$ cat config.mk
export PLATFORM = sky130hd
export DESIGN_NAME = adcd_square
export DESIGN_NICKNAME = d
export VERILOG_FILES = /design/src/rtl/adcd_pkg.sv /design/src/rtl/adcd_square.sv
export SDC_FILE = /design/constraint.sdc
export NUM_CORES = 2
export LEC_CHECK = 0
export ABC_AREA = 1
export ABC_CLOCK_PERIOD_IN_PS = 1980
export BUFFER_PORTS_ARGS = -buffer_cell sky130_fd_sc_hd__buf_2
export CAP_MARGIN = 20
export CORE_ASPECT_RATIO = 1.2
export CORE_MARGIN = 10
export CORE_UTILIZATION = 38
export DETAILED_ROUTE_END_ITERATION = 8
export PLACE_DENSITY = 0.64
export SLEW_MARGIN = 25
export SYNTH_ARGS = -nofsm -noshare
export SYNTH_HDL_FRONTEND = slang
export SYNTH_SLANG_ARGS = --single-unit
$ cat constraint.sdc
create_clock -name clk -period 1.98 [get_ports clk]
set_clock_uncertainty 0.1 [all_clocks]
set_input_delay 0 -clock clk [delete_from_list [all_inputs] [get_ports clk]]
set_output_delay 0 -clock clk [all_outputs]
set_load 0.01 [all_outputs]
$ cat src/rtl/adcd_pkg.sv
// Shared types and constants for the diffusion decay model evaluator.
`timescale 1ns / 1ps

package adcd_pkg;

	// Q31 fixed-point unity and one half.
	localparam logic [31:0] Q31_ONE  = 32'h8000_0000;
	localparam logic [31:0] Q31_HALF = 32'h4000_0000;

	// Products b*adc at or above this value decay to zero.
	localparam logic [25:0] DECAY_CUTOFF = 26'd12000000;

	// Scaling of b*adc to x/16 in Q31: t = floor((P * 2^21 + T_ROUND) / T_DIVISOR).
	localparam int          T_DIVISOR = 15625;
	localparam logic [12:0] T_ROUND   = 13'd7812;

	// Taylor terms of the Horner evaluation and the number of squarings.
	localparam int TAYLOR_TERMS = 12;
	localparam int SQUARINGS    = 4;

	// Per-request fields that ride along the pipeline.
	typedef struct packed {
		logic [15:0] s0;
		logic [13:0] b_value;
		logic [15:0] measured;
		logic        zero;
	} side_t;

	// Side fields plus the reduced argument used by every Horner step.
	typedef struct packed {
		side_t       side;
		logic [30:0] t;
	} hside_t;

endpackage

$ cat src/rtl/adcd_square.sv
// One rounded Q31 squaring step, two pipeline stages.
`timescale 1ns / 1ps

module adcd_square import adcd_pkg::*; (
	input  logic        clk,
	input  logic        arst_n,
	input  logic        en,
	input  logic        in_valid,
	input  logic [31:0] r_in,
	input  side_t       side_in,
	output logic        out_valid,
	output logic [31:0] r_out,
	output side_t       side_out
);

	logic        valid_s1;
	logic [63:0] prod_s1;
	side_t       side_s1;
	logic        valid_s2;
	logic [31:0] r_s2;
	side_t       side_s2;
	logic [63:0] sum;

	always_ff @(posedge clk or negedge arst_n) begin
		if (!arst_n) begin
			valid_s1 <= 1'b0;
			valid_s2 <= 1'b0;
		end else if (en) begin
			valid_s1 <= in_valid;
			valid_s2 <= valid_s1;
		end
	end

	// Stage one: r squared.
	always_ff @(posedge clk) begin
		if (en) begin
			prod_s1 <= 64'(r_in) * 64'(r_in);
			side_s1 <= side_in;
		end
	end

	// Stage two: round to Q31. With r at most one the result is at most one.
	assign sum = prod_s1 + 64'(Q31_HALF);

	always_ff @(posedge clk) begin
		if (en) begin
			r_s2    <= sum[62:31];
			side_s2 <= side_s1;
		end
	end

	assign out_valid = valid_s2;
	assign r_out     = r_s2;
	assign side_out  = side_s2;

endmodule

Word level (Yosys, flattened, before mapping) --
Index checks and enable logic that the tools add are counted.
Operators by class: $add $sub $neg 1, $mul 1, divide/modulo/power cells 0, $lt $le $gt $ge 0, eq/ne operators 0, shift operators 0, multiplexer cells 0, bitwise operators 0, reductions and logical operators 0
Operator list (number):
- $add A63 B31 Y63 const B | 1
- $mul A32 B32 Y63 | 1
Word-level totals: register bits after elaboration 191, latch bits 0, memory bits (writable) 0, ROM bits 0, input bits 83, output and inout bits 80, word-level logic and storage cells 14, memories 0

Logic depth before layout (Yosys ltp) --
depth after elaboration 1, gate-level depth with buffers 33, mapped depth without buffers 31

Least setup slack after synthesis --
No wires, ideal clock.
kind input-to-reg, start input r_in[14], end register prod_s1[48], data pin, library setup time 253 ps, arrival time 6059 ps, data required time 1627 ps, setup slack -4432 ps, stages on the path 29, buffers on the path 2, cell sequence clkbuf_1 > clkbuf_1 > nand2_1 > fa_1 > inv_1 > fa_1 > inv_1 > fa_1 > fa_1 > inv_1 > fa_1 > inv_1 > fa_1 > inv_1 > fa_1 > inv_1 > fa_1 > inv_1 > ha_1 > nand2_1 > inv_1 > nand2_1 > nand2_1 > a21oi_1 > nor2_1 > o21bai_1 > nand3_1 > nand2_1 > nand2_1
On the way: word-level cells in the longest chain between the ends 1
Ends and longest elaborated chain:
- start, declared | line adcd_square.sv:9 | input logic [31:0] r_in,
- $mul A32 B32 Y63 | line adcd_square.sv:37 | prod_s1 <= 64'(r_in) * 64'(r_in);
- end signal, assigned | line adcd_square.sv:37
- end, declared | line adcd_square.sv:17 | logic [63:0] prod_s1;
No other way between the ends. A chain may end at the register's enable or synchronous reset.

Worst setup path in the final report --
start input r_in[18], end register prod_s1[53], data pin
Same word-level chain as after synthesis.

==> run_results.csv <==
group,metric,value,unit
yosys,netlist_instances,4251,
global_routing,grt_overflow_total,0,
yosys,synth_nets,5416,
timing,relSlewSlack,0.726,
floorplan,die_y,360,um
job,maxCapViolations,0,
floorplan,start_util,0.383,
status,failed_checks,"setup timing",
route,wl_per_cell,16.1,um
yosys,syn_area,36500,um2
setup_path,slowest_delay,0.53,ns
layout,fin_nets,6099,
yosys,synth.avg_cell_area,8.60,um2
global_routing,antenna_found_initial,1,
placed_design,dpl.hpwl,85.4,mm
floorplan,dieArea,109000,um2
route,vias_per_cell,4.55,
timing,worst_pin_slew,0.411,ns
setup_path,path_common_cell,"inv_2",
clocking,cts_root_buf,"clkbuf_16",
clocking,cts_sinks,161,
floorplan,die-width,303,um
global_routing,grt_max_degree,53,
timing,period_share,2.98,
yosys,yosysUniqueCellTypes,36,
setup_path,critPathLaunchType,"input port",
timing,setup_viol,33,
clocking,clockBufferDepth,2,
layout,layout_commonest_cell,"inv_1",
clocking,clk_pin_slew,0.08,ns
yosys,synth_mux_area_frac,0,
timing,period_minus_slack,5.90,ns
floorplan,rows,124,
clocking,cts_tree,"done",
yosys,ys_ff_latch,161,
route,dr.pass1.iters,5,
global_routing,grt_pass1_vias,31213,
route,via_count,28276,
global_routing,grt_first_pass_wirelength,161,mm
route,drt_iter0_drc,1247,
layout,fin_util,0.498,
timing,drv_slew,0,
placed_design,routabilityCongestion,0.922,
layout,layout_common_cells,"inv_1, nand2_1, fa_1",
yosys,yosysSeqAreaShare,0.132,
floorplan,ioPinCount,163,
yosys,ys_warn_count,0,
route,ant_nets,0,
timing,hold_violations,0,
layout,synthToLayoutAreaGrowth,30.1,%
setup_path,cp.arrival,6.00,ns
hold_path,hp-class,"in2reg",
floorplan,core,95400,um2
timing,rsz0062_at_grt,"yes",
clocking,clock_latency,0.44,ns
yosys,synthAdderAreaFrac,0.533,
yosys,synthSimpleGateAreaFrac,0.134,
yosys,synth_compound_area_frac,0.0218,
timing,finalWorstSetupSlack,-3.92,ns
layout,layout-drive-gt1-share,0.271,
setup_path,endpoint_kind,"flip-flop",
setup_path,path_max_fanout,5,
global_routing,track_usage,0.185,
setup_path,required,2.08,ns
route,routed_wl,100,mm
setup_path,crit_type,"in2reg",
clocking,cts_buffers,17,
route,drc,0,
clocking,h-tree-depth,4,
timing,fmax,169,MHz
setup_path,slowest_stage,"fa_1",
status,status,"complete, but fails checks",
yosys,synth_top_family_by_area,"adder cells",
placed_design,place.port_buffers,162,
yosys,yosys.area_share.xor_xnor,0.0187,
## layout make-up
class | count | area, um2
Inverter | 1450 | 5450
Multi-Input combinational cell | 2535 | 28500
Clock inverter | 15 | 170
Fill cell | 8650 | 47900
Tap cell | 1260 | 1580
Clock buffer | 17 | 425
Timing Repair Buffer | 769 | 6540
Sequential cell | 161 | 4820
Antenna cell | 1 | 2.50
## critical path, delay by kind of cell
family          cells  cell delay (ns)
buf+inv            12             1.01
compound gates      2             0.21
simple gates        6             0.53
fa+ha+maj           9             4.23
## synthesized netlist by cell type (all sizes together)
| master | instances | area (um2) |
|---|---|---|
| clkbuf | 89 | 334 |
| nor4 | 3 | 18.8 |
| a31o | 6 | 52.6 |
| nand2 | 998 | 3750 |
| a21o | 5 | 37.5 |
| a21oi | 71 | 355 |
| nand3 | 67 | 358 |
| a31oi | 4 | 25.0 |
| inv | 1450 | 5440 |
| nor3 | 18 | 101 |
| edfxtp | 159 | 4770 |
| ha | 289 | 3620 |
| xor2 | 49 | 429 |
| a21boi | 1 | 7.51 |
| xnor2 | 29 | 254 |
| o21ai | 20 | 100 |
| o21a | 2 | 15.0 |
| nand4 | 17 | 113 |
| or2 | 4 | 25.0 |
| nor2 | 128 | 517 |
| fa | 793 | 15900 |
| dfrtp | 2 | 50.1 |
| buf | 16 | 62.6 |
| o21bai | 27 | 203 |
| nand3b | 3 | 22.5 |
| and2 | 1 | 6.26 |
## per-layer routing
| metal | GRT usage | vias to the layer above | wire [um] |
|---|---|---|---|
| met2 | 0.352 | 579 | 54100 |
| met1 | 0.214 | 14127 | 38700 |
| met3 | 0.0140 | 195 | 3510 |
| met5 | 0 | - | 0 |
| li1 | - | 13375 | - |
| met4 | 0.0570 | 0 | 3920 |
## repair_timing
action | 4_1_cts | 5_1_grt
setup buffers | 30 | 20
gates cloned | 3 | 2
endpoints found under the setup margin | 33 | 41
resized for setup | 390 | 384
hold buffers | 53 | 0
hold endpoints to repair | 87 | 0
pin swaps | 213 | 236
## logic make-up (layout without fill, tap and decap cells)
group	Yosys count	count (layout)
other cells	0	1
xor+xnor	78	78
fa+ha+maj	1082	1082
compound gates	136	136
simple gates	1239	1239
flops	161	161
buf+inv	1555	2251
## final timing paths
path	startpoint	end	slack, ns	depth (start not counted)
max in group asynchronous	arst_n	out_valid	1.34	3
min in group asynchronous	arst_n	valid_s1	0.32	3
worst max register to register	prod_s1[33]	r_out[27]	0.06	8
worst min register to register	side_s1[2]	side_out[2]	0.32	0
worst min-delay path	side_in[42]	side_s1[42]	0.19	2
worst max-delay path	r_in[18]	prod_s1[53]	-3.92	29
## sequential cells by signal, indices dropped and copies added, names as in the netlist
register,cells
prod_s1,33
out_valid,1
r_out,32
valid_s1,1
side_s1,47
side_out,47
## metrics by stage
| stage | setup WS, ns | TNS, ns | instance area, um2 | hold slack [ns] | std cells |
|---|---|---|---|---|---|
| 2_1_floorplan | -3.94 | -128.58 | 37300 | -0.396 | 4251 |
| 3_3_place_gp | -4.81 | -153.81 | 43100 | -0.316 | 6070 |
| 3_5_place_dp | -4.87 | -156.49 | 43100 | -0.313 | 6070 |
| 4_1_cts | -3.92 | -127.07 | 46000 | 0.161 | 6186 |
| 5_1_grt | -4.14 | -132.25 | 47500 | 0.168 | 6208 |
| 6_report | -3.92 | -126.48 | 47500 | 0.189 | 6208 |
Power is not shown: default switching activity piles up to over one toggle a cycle in this logic, so the estimate is an artifact.
