## src/rtl/adcd_cdiv.sv

```systemverilog
// Two-stage division of an unsigned value by a constant, by reciprocal and correction.
`timescale 1ns / 1ps

module adcd_cdiv #(
	parameter int WIDTH   = 31,
	parameter int DIVISOR = 3,
	parameter int SIDE_W  = 1
) (
	input  logic              clk,
	input  logic              arst_n,
	input  logic              en,
	input  logic              in_valid,
	input  logic [WIDTH-1:0]  num,
	input  logic [SIDE_W-1:0] side_in,
	output logic              out_valid,
	output logic [WIDTH-1:0]  quot,
	output logic [WIDTH-1:0]  rem,
	output logic [SIDE_W-1:0] side_out
);

	// floor((2^WIDTH - 1) / DIVISOR) underestimates the quotient by at most one.
	localparam logic [WIDTH-1:0] RECIP =
		WIDTH'(((64'd1 << WIDTH) - 64'd1) / 64'(DIVISOR));
	localparam logic [WIDTH-1:0] DIV_C = WIDTH'(DIVISOR);

	logic                 valid_s1;
	logic [2*WIDTH-1:0]   prod_s1;
	logic [WIDTH-1:0]     num_s1;
	logic [SIDE_W-1:0]    side_s1;
	logic                 valid_s2;
	logic [WIDTH-1:0]     quot_s2;
	logic [WIDTH-1:0]     rem_s2;
	logic [SIDE_W-1:0]    side_s2;

	logic [WIDTH-1:0]     q_est;
	logic [WIDTH-1:0]     r_est;
	logic                 fix;

	// Valid bits of both stages.
	always_ff @(posedge clk or negedge arst_n) begin
		if (!arst_n) begin
			valid_s1 <= 1'b0;
			valid_s2 <= 1'b0;
		end else if (en) begin
			valid_s1 <= in_valid;
			valid_s2 <= valid_s1;
		end
	end

	// Stage one: multiply by the reciprocal.
	always_ff @(posedge clk) begin
		if (en) begin
			prod_s1 <= (2*WIDTH)'(num) * (2*WIDTH)'(RECIP);
			num_s1  <= num;
			side_s1 <= side_in;
		end
	end

	// The estimate is the exact quotient or one less; the remainder tells which.
	always_comb begin
		q_est = prod_s1[2*WIDTH-1:WIDTH];
		r_est = num_s1 - q_est * DIV_C;
		fix   = (r_est >= DIV_C);
	end

	// Stage two: corrected quotient and remainder.
	always_ff @(posedge clk) begin
		if (en) begin
			quot_s2 <= fix ? q_est + WIDTH'(1) : q_est;
			rem_s2  <= fix ? r_est - DIV_C : r_est;
			side_s2 <= side_s1;
		end
	end

	assign out_valid = valid_s2;
	assign quot      = quot_s2;
	assign rem       = rem_s2;
	assign side_out  = side_s2;

endmodule

```

## config.mk

```make
export PLATFORM = sky130hd
export DESIGN_NAME = adcd_cdiv
export DESIGN_NICKNAME = d
export VERILOG_FILES = /design/src/rtl/adcd_cdiv.sv
export SDC_FILE = /design/constraint.sdc
export NUM_CORES = 1
export LEC_CHECK = 0
export ABC_AREA = 1
export ABC_CLOCK_PERIOD_IN_PS = 4900
export BUFFER_PORTS_ARGS = -buffer_cell sky130_fd_sc_hd__buf_4
export CAP_MARGIN = 25
export CORE_MARGIN = 3
export CORE_UTILIZATION = 50
export DETAILED_ROUTE_END_ITERATION = 8
export PLACE_DENSITY = 0.68
export RECOVER_POWER = 25
export SLEW_MARGIN = 5
export SYNTH_ARGS = -nofsm -noshare
export SYNTH_HDL_FRONTEND = slang
export SYNTH_SLANG_ARGS = --single-unit
```

## constraint.sdc

```tcl
create_clock -name clk -period 4.9 [get_ports clk]
set_input_delay 0.735 -clock clk [delete_from_list [all_inputs] [get_ports clk]]
set_output_delay 0.735 -clock clk [all_outputs]
set_load 0.01 [all_outputs]
```

Word-level counts from Yosys, hierarchy flattened

Cells that the tools add are included.

Muxes and demuxes: 2
$add $sub $neg: 3
Multipliers: 2
Magnitude comparators: 1

Operators by type and width:

| operator               | number |
|---|---|
| $mul 31x29->60 const B | 1 |
| $add 30x1->31 const B  | 1 |
| $ge 31x2->1 const B    | 1 |
| $mul 30x2->31 const B  | 1 |
| $mux 31                | 1 |
| $sub 31x2->31 const B  | 1 |
| $sub 31x31->31         | 1 |
| $mux 30                | 1 |

Bits in registers: 157
Input port bits: 36
Logic and storage cells: 17

Logic depth before layout (Yosys ltp)

Word-level depth: 4
Mapped depth: 28
Depth with buffers taken out: 28

Worst setup path after synthesis

OpenSTA, ideal clock, no wires.

Kind: input-to-reg
Start: input port num[19]
End: register prod_s1[53], data pin
Required time: 4,635 ps
Stages on the path: 25
Slack: -1,442 ps
Setup time: 265 ps
Path buffers: 0
Arrival time: 6,077 ps
Path through: ha_1 > inv_1 > fa_1 > inv_1 > fa_1 > inv_1 > fa_1 > inv_1 > fa_1 > fa_1 > fa_1 > inv_1 > fa_1 > inv_1 > ha_1 > nand2_1 > nor2_1 > inv_1 > nor2_1 > and3_1 > nand3b_1 > nand3_1 > a21oi_1 > o21ai_0 > xor2_1

Word-level cells in the longest chain between the ends: 1

RTL lines:

| what                   | RTL line | RTL |
|---|---|---|
| start: declaration     | 13       | `input logic [WIDTH-1:0] num,` |
| $mul 31x29->60         | 53       | `prod_s1 <= (2*WIDTH)'(num) * (2*WIDTH)'(RECIP);` |
| end signal: assignment | 53       |  |
| end: declaration       | 27       | `logic [2*WIDTH-1:0] prod_s1;` |

No other way between the ends.
A chain may end at the register's enable or synchronous reset.

Worst setup path in the final report

Start: input port num[19]
End: register prod_s1[45], data pin

Same word-level chain as after synthesis.

==> qor.csv <==
metric,value,unit
outcome,"complete, but fails checks",
failing checks,"capacitance limit, slew limit, setup timing",
Die Wd,229,µm
largest net degree at the start of global routing,130,
DP Wirelength,72.6,mm
vias in the first global route,23100,
most common cell type on the critical path,fa_1,
Buf/Inv on CP,9,
Fin Setup TNS,-34080,ps
Detail Route Antenna Nets,0,
"most common cell after layout, fill and taps aside",inv_1,
initial antenna violation count,1,
Max Clk Rate,163,MHz
CP Depth,26,
Pre-antenna DRT Iters,5,
ant diodes,0,
cells after synthesis,3017,
syn avg cell area,8.27,µm²
"Largest delay share family, worst path",adder cells,
DRC,0,
die area,52600,µm²
WS Path Type,primary input to flip-flop,
I/O Pins,100,
crit path capture type,flip-flop,
synth unique cells,38,
HP Class,primary input to asynchronous set/reset pin,
die span in y,229,µm
wire per inst,19.7,µm
CP startpoint kind,primary input,
WP data required,5110,ps
total number of vias,21800,
Slew @ Worst Pin,3030,ps
post-synthesis sequential area ratio,0.152,
min cycle time layout,6130,ps
Synth Register Bits,127,
Final Hold Fails,0,
Worst EP arrival,6340,ps
Nets,4326,
Final Cycle Share,1.25,
Critical Path Fanout Max,5,
area delta synth->final,29.4,%
hold buffer count at cts,0,
layout cells sized above 1,0.248,
CTS H-tree lvls,4,
reg2reg end,quot[18],
Worst Reg-to-Reg Cells,21,
Total Routing Usage GR,0.317,
Yosys warning count,0,
clk_lat worst skew,450,ps
first-pass GRT wire length,127,mm
Rows,81,
# port buffers,99,
Worst Setup EP,prod_s1[45],
RSZ-0062 raised after global routing,yes,
Worst-path clk slew,70,ps
Clock Path Buffers,2,
Initial Util,0.508,
Detailed Route Iter0 Violations,1280,
CTS tree,built,
"wirelength, routed",83.1,mm
Syn Nets,3795,
GRT Residual Overflow,0,
Vias per Instance,5.15,
Slowest cell on crit path,fa_1,
total core area,49200,µm²
max cap viols,1,
most frequent cells in the layout,"inv_1 (744), nand2_1 (618), buf_4 (463)",
r2r setup slk,500,ps
relative slew slack,-1.02,
Pins Over Slew Limit,130,
Synth Cell Area,25000,µm²
Worst path max stage delay,530,ps
Setup crit start,num[19],
Final Wtd Congestion,1.00,
Post-Route Skew,12.0,ps
root buf cell,clkbuf_16,
# setup viols final,30,
Final WS setup,-1230,ps
Worst R2R Start,prod_s1[31],
Num Clock Sinks,127,
number of buffers created by CTS,17,
==> cells in the mapped netlist <==
cell type / instances / area (µm²)
a31oi_1: 21 / 131
nor4_1: 14 / 87.6
nor2_2: 14 / 87.6
xnor2_1: 15 / 131
a31o_2: 1 / 8.76
o211ai_1: 8 / 60.1
edfxtp_1: 125 / 3750
xor2_1: 58 / 508
nor3_1: 11 / 55.1
fa_1: 340 / 6810
o21bai_1: 12 / 90.1
or2_2: 5 / 31.3
inv_1: 778 / 2920
buf_4: 4 / 30.0
o21a_1: 6 / 45.0
nand3_4: 1 / 17.5
nand3b_1: 2 / 15.0
a21oi_2: 1 / 8.76
o21ai_0: 59 / 295
a21oi_1: 121 / 606
nand2_1: 655 / 2460
clkinv_1: 1 / 3.75
and2_1: 3 / 18.8
nand4_1: 23 / 144
dfrtp_1: 2 / 50.1
ha_1: 402 / 5030
nand3_2: 5 / 50.1
nor3_4: 1 / 16.3
inv_2: 2 / 7.51
nor2_1: 181 / 679
buf_2: 2 / 10.0
buf_6: 3 / 33.8
nor2_4: 4 / 45.0
o2111ai_1: 1 / 8.76
a21o_1: 9 / 67.6
nand3_1: 114 / 571
nand2_2: 8 / 50.1
and3_1: 5 / 31.3
==> registers in the layout, summed over array words and instances (netlist names) <==
register,cells
side_s1,1
num_s1,31
prod_s1,30
valid_s1,1
out_valid,1
rem,31
side_out,1
quot,31
==> final cells by class <==
type	instances	area, µm²
Fill cell	4097	16900
Timing Repair Buffer	521	4010
Inverter	781	2930
Sequential cell	127	3800
Clock buffer	17	425
Tap cell	664	831
Clock inverter	15	169
Multi-Input combinational cell	2100	20100
==> metrics by stage <==
step | util | cells | setup WS, ps | hold WS, ps | area [µm²]
floorplan | - | 3017 | -1290 | 400 | 25200
global placement | 0.603 | 4155 | -1900 | 410 | 29600
detailed placement | 0.603 | 4155 | -1970 | 420 | 29600
CTS | 0.647 | 4216 | -1130 | 34.8 | 31800
global route | 0.657 | 4225 | -1360 | 65.6 | 32300
finish | 0.657 | 4225 | -1230 | 65.5 | 32300
==> per-layer routing <==
| layer | routed length [µm] | track usage |
|---|---|---|
| met1 | 33000 | 0.382 |
| met2 | 41600 | 0.562 |
| met3 | 3400 | 0.0225 |
| met4 | 5130 | 0.175 |
| met5 | 0 | 0 |
==> cells by family after synthesis <==
group,synth area share
AO/OA/AOI/OAI,0.0529
XOR/XNOR,0.0256
adder cells (fa/ha/maj),0.474
buffers and inverters,0.120
flip-flops,0.152
AND/OR/NAND/NOR,0.175
==> repair_timing <==
action / 4_1_cts / 5_1_grt
setup endpoints to repair: 30 / 30
cloned: 0 / 0
pin swaps: 95 / 55
resized for setup: 283 / 121
setup buffers: 30 / 10
==> worst register-to-register path, cell delays in order, from the launching register on <==
cell,delay [ps]
edfxtp_1,620
ha_1,420
inv_1,40
ha_1,170
inv_1,50
nand2_1,110
fa_1,480
xnor2_1,190
buf_4,160
nand2_1,80
inv_2,70
nand2_1,50
nor2_1,130
nand3_1,110
nor2_1,200
nand3_2,150
nor2_4,140
nand2_2,130
nor2_4,170
nand3_4,390
nand2_1,210
nand2_1,90
==> how the worst min path moves through the flow <==
| stage | start | end | slack (ps) | cells after the start |
|---|---|---|---|---|
| after detailed placement | side_s1 | side_out | 420 | 0 |
| after CTS | arst_n | out_valid | 30 | 1 |
| after global placement | side_s1 | side_out | 410 | 0 |
| final | arst_n | valid_s1 | 70 | 1 |
| after floorplan | side_s1 | side_out | 400 | 0 |
| after global routing | arst_n | valid_s1 | 70 | 1 |
Power is not shown: default switching activity piles up to over one toggle a cycle in this logic, so the estimate is an artifact.
