## config.mk

```make
export PLATFORM = sky130hd
export DESIGN_NAME = adcd_hstep
export DESIGN_NICKNAME = d
export VERILOG_FILES = /design/src/rtl/adcd_pkg.sv /design/src/rtl/adcd_cdiv.sv /design/src/rtl/adcd_hstep.sv
export SDC_FILE = /design/constraint.sdc
export NUM_CORES = 2
export LEC_CHECK = 0
export ABC_AREA = 1
export BUFFER_PORTS_ARGS = -buffer_cell sky130_fd_sc_hd__buf_2
export CELL_PAD_IN_SITES_DETAIL_PLACEMENT = 1
export CELL_PAD_IN_SITES_GLOBAL_PLACEMENT = 2
export CORE_UTILIZATION = 38
export DETAILED_ROUTE_END_ITERATION = 8
export GPL_TIMING_DRIVEN = 0
export PLACE_DENSITY_LB_ADDON = 0.1
export SKIP_LAST_GASP = 1
export SYNTH_ARGS = -nofsm -noshare
export SYNTH_HDL_FRONTEND = slang
export SYNTH_SLANG_ARGS = --single-unit
```

## constraint.sdc

```tcl
create_clock -name clk -period 5.4 [get_ports clk]
set_input_delay 1.62 -clock clk [delete_from_list [all_inputs] [get_ports clk]]
set_output_delay 1.62 -clock clk [all_outputs]
set_load 0.02 [all_outputs]
```

## src/rtl/adcd_pkg.sv

```systemverilog
// Shared types and constants for the diffusion decay model evaluator.
`timescale 1ns / 1ps

package adcd_pkg;

	// Q31 fixed-point unity and one half.
	localparam logic [31:0] Q31_ONE  = 32'h8000_0000;
	localparam logic [31:0] Q31_HALF = 32'h4000_0000;

	// Products b*adc at or above this value decay to zero.
	localparam logic [25:0] DECAY_CUTOFF = 26'd12000000;

	// Scaling of b*adc to x/16 in Q31: t = floor((P * 2^21 + T_ROUND) / T_DIVISOR).
	localparam int          T_DIVISOR = 15625;
	localparam logic [12:0] T_ROUND   = 13'd7812;

	// Taylor terms of the Horner evaluation and the number of squarings.
	localparam int TAYLOR_TERMS = 12;
	localparam int SQUARINGS    = 4;

	// Per-request fields that ride along the pipeline.
	typedef struct packed {
		logic [15:0] s0;
		logic [13:0] b_value;
		logic [15:0] measured;
		logic        zero;
	} side_t;

	// Side fields plus the reduced argument used by every Horner step.
	typedef struct packed {
		side_t       side;
		logic [30:0] t;
	} hside_t;

endpackage

```

## src/rtl/adcd_cdiv.sv

```systemverilog
// Two-stage division of an unsigned value by a constant, by reciprocal and correction.
`timescale 1ns / 1ps

module adcd_cdiv #(
	parameter int WIDTH   = 31,
	parameter int DIVISOR = 3,
	parameter int SIDE_W  = 1
) (
	input  logic              clk,
	input  logic              arst_n,
	input  logic              en,
	input  logic              in_valid,
	input  logic [WIDTH-1:0]  num,
	input  logic [SIDE_W-1:0] side_in,
	output logic              out_valid,
	output logic [WIDTH-1:0]  quot,
	output logic [WIDTH-1:0]  rem,
	output logic [SIDE_W-1:0] side_out
);

	// floor((2^WIDTH - 1) / DIVISOR) underestimates the quotient by at most one.
	localparam logic [WIDTH-1:0] RECIP =
		WIDTH'(((64'd1 << WIDTH) - 64'd1) / 64'(DIVISOR));
	localparam logic [WIDTH-1:0] DIV_C = WIDTH'(DIVISOR);

	logic                 valid_s1;
	logic [2*WIDTH-1:0]   prod_s1;
	logic [WIDTH-1:0]     num_s1;
	logic [SIDE_W-1:0]    side_s1;
	logic                 valid_s2;
	logic [WIDTH-1:0]     quot_s2;
	logic [WIDTH-1:0]     rem_s2;
	logic [SIDE_W-1:0]    side_s2;

	logic [WIDTH-1:0]     q_est;
	logic [WIDTH-1:0]     r_est;
	logic                 fix;

	// Valid bits of both stages.
	always_ff @(posedge clk or negedge arst_n) begin
		if (!arst_n) begin
			valid_s1 <= 1'b0;
			valid_s2 <= 1'b0;
		end else if (en) begin
			valid_s1 <= in_valid;
			valid_s2 <= valid_s1;
		end
	end

	// Stage one: multiply by the reciprocal.
	always_ff @(posedge clk) begin
		if (en) begin
			prod_s1 <= (2*WIDTH)'(num) * (2*WIDTH)'(RECIP);
			num_s1  <= num;
			side_s1 <= side_in;
		end
	end

	// The estimate is the exact quotient or one less; the remainder tells which.
	always_comb begin
		q_est = prod_s1[2*WIDTH-1:WIDTH];
		r_est = num_s1 - q_est * DIV_C;
		fix   = (r_est >= DIV_C);
	end

	// Stage two: corrected quotient and remainder.
	always_ff @(posedge clk) begin
		if (en) begin
			quot_s2 <= fix ? q_est + WIDTH'(1) : q_est;
			rem_s2  <= fix ? r_est - DIV_C : r_est;
			side_s2 <= side_s1;
		end
	end

	assign out_valid = valid_s2;
	assign quot      = quot_s2;
	assign rem       = rem_s2;
	assign side_out  = side_s2;

endmodule

```

## src/rtl/adcd_hstep.sv

```systemverilog
// One Horner step of the exp(-t) Taylor series: r = 1 - round(t * r / TERM) in Q31.
`timescale 1ns / 1ps

module adcd_hstep import adcd_pkg::*; #(
	parameter int TERM = 12
) (
	input  logic        clk,
	input  logic        arst_n,
	input  logic        en,
	input  logic        in_valid,
	input  logic [31:0] r_in,
	input  hside_t      hs_in,
	output logic        out_valid,
	output logic [31:0] r_out,
	output hside_t      hs_out
);

	// Rounding offset TERM * 2^30 ahead of the shift by 31.
	localparam logic [62:0] ROUND_C = 63'(TERM) << 30;

	logic        valid_s1;
	logic [62:0] prod_s1;
	hside_t      hs_s1;
	logic        valid_s2;
	logic [30:0] y_s2;
	hside_t      hs_s2;
	logic        div_valid;
	logic [30:0] div_quot;
	hside_t      div_side;
	logic        valid_s5;
	logic [31:0] r_s5;
	hside_t      hs_s5;
	logic [62:0] sum;

	always_ff @(posedge clk or negedge arst_n) begin
		if (!arst_n) begin
			valid_s1 <= 1'b0;
			valid_s2 <= 1'b0;
			valid_s5 <= 1'b0;
		end else if (en) begin
			valid_s1 <= in_valid;
			valid_s2 <= valid_s1;
			valid_s5 <= div_valid;
		end
	end

	// Stage one: t times r.
	always_ff @(posedge clk) begin
		if (en) begin
			prod_s1 <= 63'(hs_in.t) * 63'(r_in);
			hs_s1   <= hs_in;
		end
	end

	// Stage two: scale back to Q31 with the rounding offset.
	assign sum = prod_s1 + ROUND_C;

	always_ff @(posedge clk) begin
		if (en) begin
			y_s2  <= sum[61:31];
			hs_s2 <= hs_s1;
		end
	end

	// Stages three and four: divide by the term index.
	adcd_cdiv #(
		.WIDTH   (31),
		.DIVISOR (TERM),
		.SIDE_W  ($bits(hside_t))
	) u_div (
		.clk       (clk),
		.arst_n    (arst_n),
		.en        (en),
		.in_valid  (valid_s2),
		.num       (y_s2),
		.side_in   (hs_s2),
		.out_valid (div_valid),
		.quot      (div_quot),
		.rem       (),
		.side_out  (div_side)
	);

	// Stage five: subtract from one. The quotient always stays below one.
	always_ff @(posedge clk) begin
		if (en) begin
			r_s5  <= Q31_ONE - {1'b0, div_quot};
			hs_s5 <= div_side;
		end
	end

	assign out_valid = valid_s5;
	assign r_out     = r_s5;
	assign hs_out    = hs_s5;

endmodule

```

-- Word level (Yosys, flattened, before mapping)
Index checks and enable logic that the tools add are counted.
- output and inout bits: 111
- input port bits: 114
- word-level logic and storage cells: 38
- flip-flop bits (word level): 638
- magnitude comparators: 1
- add/subtract/negate cells: 4
- mux-type cells: 1
- multipliers: 3
- operators by type and width (cell ; count):
    62-bit by 34-bit adder with 62-bit output, second input constant ; 1
    31-bit by 32-bit multiplier with 62-bit output ; 1
    31-bit by 27-bit multiplier with 58-bit output, second input constant ; 1
    32-bit by 29-bit subtractor with 32-bit output, first input constant ; 1
    31-bit by 4-bit greater-or-equal comparator with 1-bit output, second input constant ; 1
    31-bit subtractor ; 1
    28-bit by 1-bit adder with 29-bit output, second input constant ; 1
    28-bit by 2-bit multiplier with 29-bit output, second input constant ; 1
    28-bit 2-to-1 mux ; 1

-- Logic depth before layout (Yosys ltp)
- word-level depth: 4
- gate-level depth with buffers: 30
- gate-level depth less buffers: 29

-- Cells and area by module
Synthesis repeated with hierarchy kept, for this count alone.
- cell total of the unflattened synthesis: 8132
- area total of the unflattened synthesis: 72965.0 µm²
- by module, submodules not included (module ; seq. area each (µm²) ; times used ; cells an instance ; area each (µm²)):
    adcd_hstep ; 9924.5 ; 1 ; 5065 ; 44958.1
    adcd_cdiv ; 8308.0 ; 1 ; 3067 ; 28006.9

-- Worst setup path after synthesis
Ideal clock, no wire load.
- kind: input -> register
- start: input r_in[30]
- end: register prod_s1[54], data pin
- library setup time: 0.265 ns
- required time: 5.135 ns
- setup slack: -2.363 ns
- stages on the path: 25
- path buffers: 1
- data arrival time: 7.498 ns
- cell sequence: clkbuf_1 > nand2_1 > fa_1 > inv_1 > fa_1 > fa_1 > inv_1 > fa_1 > inv_1 > fa_1 > fa_1 > fa_1 > inv_1 > fa_1 > inv_1 > ha_1 > a21oi_1 > inv_1 > a31oi_1 > o21ai_0 > a21oi_1 > nand3_1 > a21oi_1 > o21ai_0 > xor2_1
- cells in the longest elaborated chain, start to end: 1
- ends and longest elaborated chain (what ; RTL line ; RTL):
    from (decl) ; adcd_hstep.sv:11 ; input logic [31:0] r_in,
    31-bit by 32-bit multiplier with 62-bit output ; adcd_hstep.sv:50 ; prod_s1 <= 63'(hs_in.t) * 63'(r_in);
    to (signal assigned) ; adcd_hstep.sv:50 ;
    to (decl) ; adcd_hstep.sv:22 ; logic [62:0] prod_s1;
No other way between the ends.
A chain may end at the register's enable or synchronous reset.

-- Worst setup path after layout
- start: input r_in[14]
- end: register prod_s1[58], data pin
Same word-level chain as after synthesis.

==> impl_summary.md <==
Run status
The run finished, with violations left. The final reports fail on setup timing.

Synthesis
The average cell area after synthesis is 9.44 µm². The net count after synthesis is 9152. The share of synthesized area in the top cell type comes to roughly 34%. Yosys instantiated no cell more often than inv_1. The total standard cell area after synthesis is 0.0689 mm².

The yosys synthesis warning count is 0. The cell taking the most area after synthesis is fa_1. In this run, distinct cell masters in the synthesized netlist total 60. Sorting the synthesized cells by how often they occur yields 2090 x inv_1, 1486 x nand2_1, 1162 x fa_1.

The number of register bits inferred by synthesis is between 500 and 600. The share of the Yosys chip area taken by registers is 25.1%. The number of instances in the synthesized netlist is 7301. By area the synthesized netlist is led by fa_1 34%, edfxtp_1 25%, inv_1 11%.

The number of enable flip-flop cells after synthesis is 572. The share of async-settable or async-resettable flops after synthesis is 0.867%. The most used flip-flop cell after synthesis is edfxtp_1.

Cells and area
Summing all non-filler instances in the final layout gives an area of 0.0865 mm². After the flow finishes, the layout carries non-filler instances totaling about 10000. The number of fill cells is approximately 20000. Cells with a size suffix above 1 make up 21.4% of the layout.

Compared with the post-synthesis result, the final layout area differs by 25.5%. The net total in the final layout is 9917.

Placement
The number of instances in the placed design is between 9000 and 10000. At the placement stage, the worst setup path has a slack of -4.09 ns. The congestion estimate from routability-driven global placement came to 0.953. Input and output buffers added on the ports amount to about 220.

Once placement finished, the instance area stood at approximately 0.074 mm². Detailed placement finished with a half-perimeter wire length of about 220000 µm.

Hold path
The min-delay analysis places its worst path in the category reg2reg. Counting instances, the worst hold path has a depth of 0.

Clocking
The TritonCTS clock tree is done. For the worst-skew pair, the clock arrives at the later sink with an insertion delay of 0.70 ns. Clock tree synthesis inserted a total of 69 buffers.

The cell sitting at the root of the clock tree is a clkbuf_16. The clock-pin slew on the worst setup and hold paths is 0.06 ns. The hold buffer count at CTS is 0. No sink is reached through more buffers than the 3 on the longest clock path. The H-tree depth is 3.

The TritonCTS sink count is 577.

Global route
The first global-routing pass estimated between 300000 and 400000 µm of wire. The residual overflow from global routing is 0. The number of global-route vias before repair is 57000. Entering global routing, the biggest net connects between 100 and 150 pins. The initial antenna violation count is 8. Global routing used 29.3% of the available tracks.

Floorplan
225 I/O pins were placed. The total core area is 0.179 mm². The x dimension of the die is 428 µm. The die outline height is 428 µm. The die covers 0.183 mm². The effective utilization at floorplan is 38.4%.

The number of rows created at floorplan is between 150 and 200.

Routing
The violation count after the first detailed-route iteration is ~3500. For this run, design rule violations remaining after detail routing come to 0. Detailed routing inserted a total of approximately 53000 vias. The detail route stage leaves a number of antenna-violating nets equal to 0. The first-pass iteration count of the detailed router is 5. In the final routed layout, each cell accounts on average for 26.0 µm. Using the TritonRoute via totals, the vias-per-cell ratio works out to 5.01. The final layout contains routed wiring with a total length of 272000 µm.

Worst setup path
The worst setup path is captured at a flip-flop. The kind of start point of the critical path is a primary input. Counting cells, the worst reg-to-reg path comes to 24.

The maximum fanout count along the critical path is 5. The required time of the critical path is about 5.8 ns. The worst setup path is of the in2reg kind. Data arrives at the worst endpoint at 8.09 ns.

Timing
The number of pins exceeding their max-slew limit in the final report is 0. The final hold violation count is 0. At the pin with the least slew margin, the transition time is 1.22 ns. The relative slew slack is 17.8%. The top achievable clock speed is between 0.1 and 0.15 GHz. Setup repair after global routing could not meet its margin everywhere. The time the final worst path needs with I/O delays and setup is 7.65 ns. The number of failing setup endpoints in the final timing report is just under 60. The final critical-path share of the clock period is 142%. The post-route clock skew is between 0.03 and 0.04 ns.

The worst-case setup margin in the final layout is -2.25 ns.

Run
Across the run, the number of max-cap violations was 0.
[stage by stage]
stage                      TNS, ns  hold WS [ns]  utilization [%]
after detailed placement   -167.50         0.405             41.4
after global routing        -94.49         0.415             48.2
after global placement    -3695.01         0.400             41.4
after floorplan             -60.90         0.400                -
final                       -86.59         0.408             48.2
after CTS                  -113.05         0.409             45.3
[flip-flops by register name, indices dropped and copies added, names as in the netlist, 32 cells and up]
register	cells
u_div.side_s1	78
hs_out	78
hs_s1	78
u_div.side_out	78
hs_s2	78
r_out	32
[routing by layer]
metal / wire [µm] / global-route usage (%)
met4: 14600 / 12.5
met3: 13200 / 3.46
met2: 137000 / 51.5
met5: 34 / 0
met1: 107000 / 36.2
[area by class of cell]
cell class | instances | area, µm² | share of cell area, %
timing repair buffer | 694 | 5780 | 6.69
buffer | 202 | 3800 | 4.39
sequential | 577 | 17300 | 20.0
tap | 2355 | 2950 | 3.41
antenna | 3 | 7.51 | 0.00868
multi-input combinational | 4429 | 46500 | 53.8
clock buffer | 78 | 1760 | 2.04
inverter | 2093 | 7870 | 9.10
clock inverter | 49 | 515 | 0.596
[worst max-delay path: stages]
cell     delay [ns]
buf_8          0.13
buf_12         0.15
nand2_1        0.08
inv_2          0.04
fa_1           0.55
inv_2          0.05
fa_1           0.55
inv_2          0.04
fa_1           0.51
fa_1           0.58
fa_1           0.47
fa_1           0.53
fa_1           0.50
inv_1          0.05
fa_2           0.59
inv_2          0.06
ha_4           0.27
a21oi_2        0.13
inv_2          0.07
a31oi_4        0.18
buf_4          0.16
o21ai_2        0.11
a21oi_4        0.20
o221a_2        0.23
nand2_1        0.05
nand2_1        0.06
nand2_1        0.09
[cells in the final DEF (no fill, tap or decap), types with 25 or more instances in the layout]
cell       instances
inv_1           1985
nand2_1         1385
fa_1            1047
edfxtp_1         572
ha_1             486
buf_4            391
nor2_1           219
clkbuf_16        179
buf_2            175
a21oi_1          122
fa_2             115
inv_2            103
nand3_1          102
xor2_1            98
nand2_2           86
buf_6             78
ha_4              73
nand4_1           65
o21ai_0           63
a21oi_2           63
xnor2_1           54
buf_12            51
nor2_2            51
nor3_1            40
nor2_4            33
nand2_4           31
buf_8             29
clkbuf_8          26
a21oi_4           25
[kinds of logic (layout without fill, tap and decap cells)]
group	count (synthesis)	count (layout)	share of synthesized area (%)
other	0	3	0
flip-flops	577	577	25.1
buffers and inverters	2295	3116	12.6
adder cells (fa/ha/maj)	1737	1737	44.2
AND/OR/NAND/NOR	2084	2084	12.3
AO/OA/AOI/OAI	427	427	3.48
multiplexers	1	1	0.0163
XOR/XNOR	180	180	2.29
[path summary, 6_finish.rpt]
| kind | start | to | slack (ns) |
|---|---|---|---|
| min in group asynchronous | arst_n | valid_s1 | 0.74 |
| setup / recovery | r_in[14] | prod_s1[58] | -2.25 |
| hold / removal | hs_s1[64] | hs_s2[64] | 0.41 |
| setup reg to reg | y_s2[7] | u_div.prod_s1[56] | -0.97 |
| max in group asynchronous | arst_n | u_div.out_valid | 4.52 |
| hold reg to reg | hs_s1[64] | hs_s2[64] | 0.41 |
[what timing repair did]
action,CTS,global route
pin swaps,106,317
setup buffers,168,285
resized for setup,630,723
setup endpoints to repair,88,88
gates cloned,5,8
Power is not shown: default switching activity piles up to over one toggle a cycle in this logic, so the estimate is an artifact.
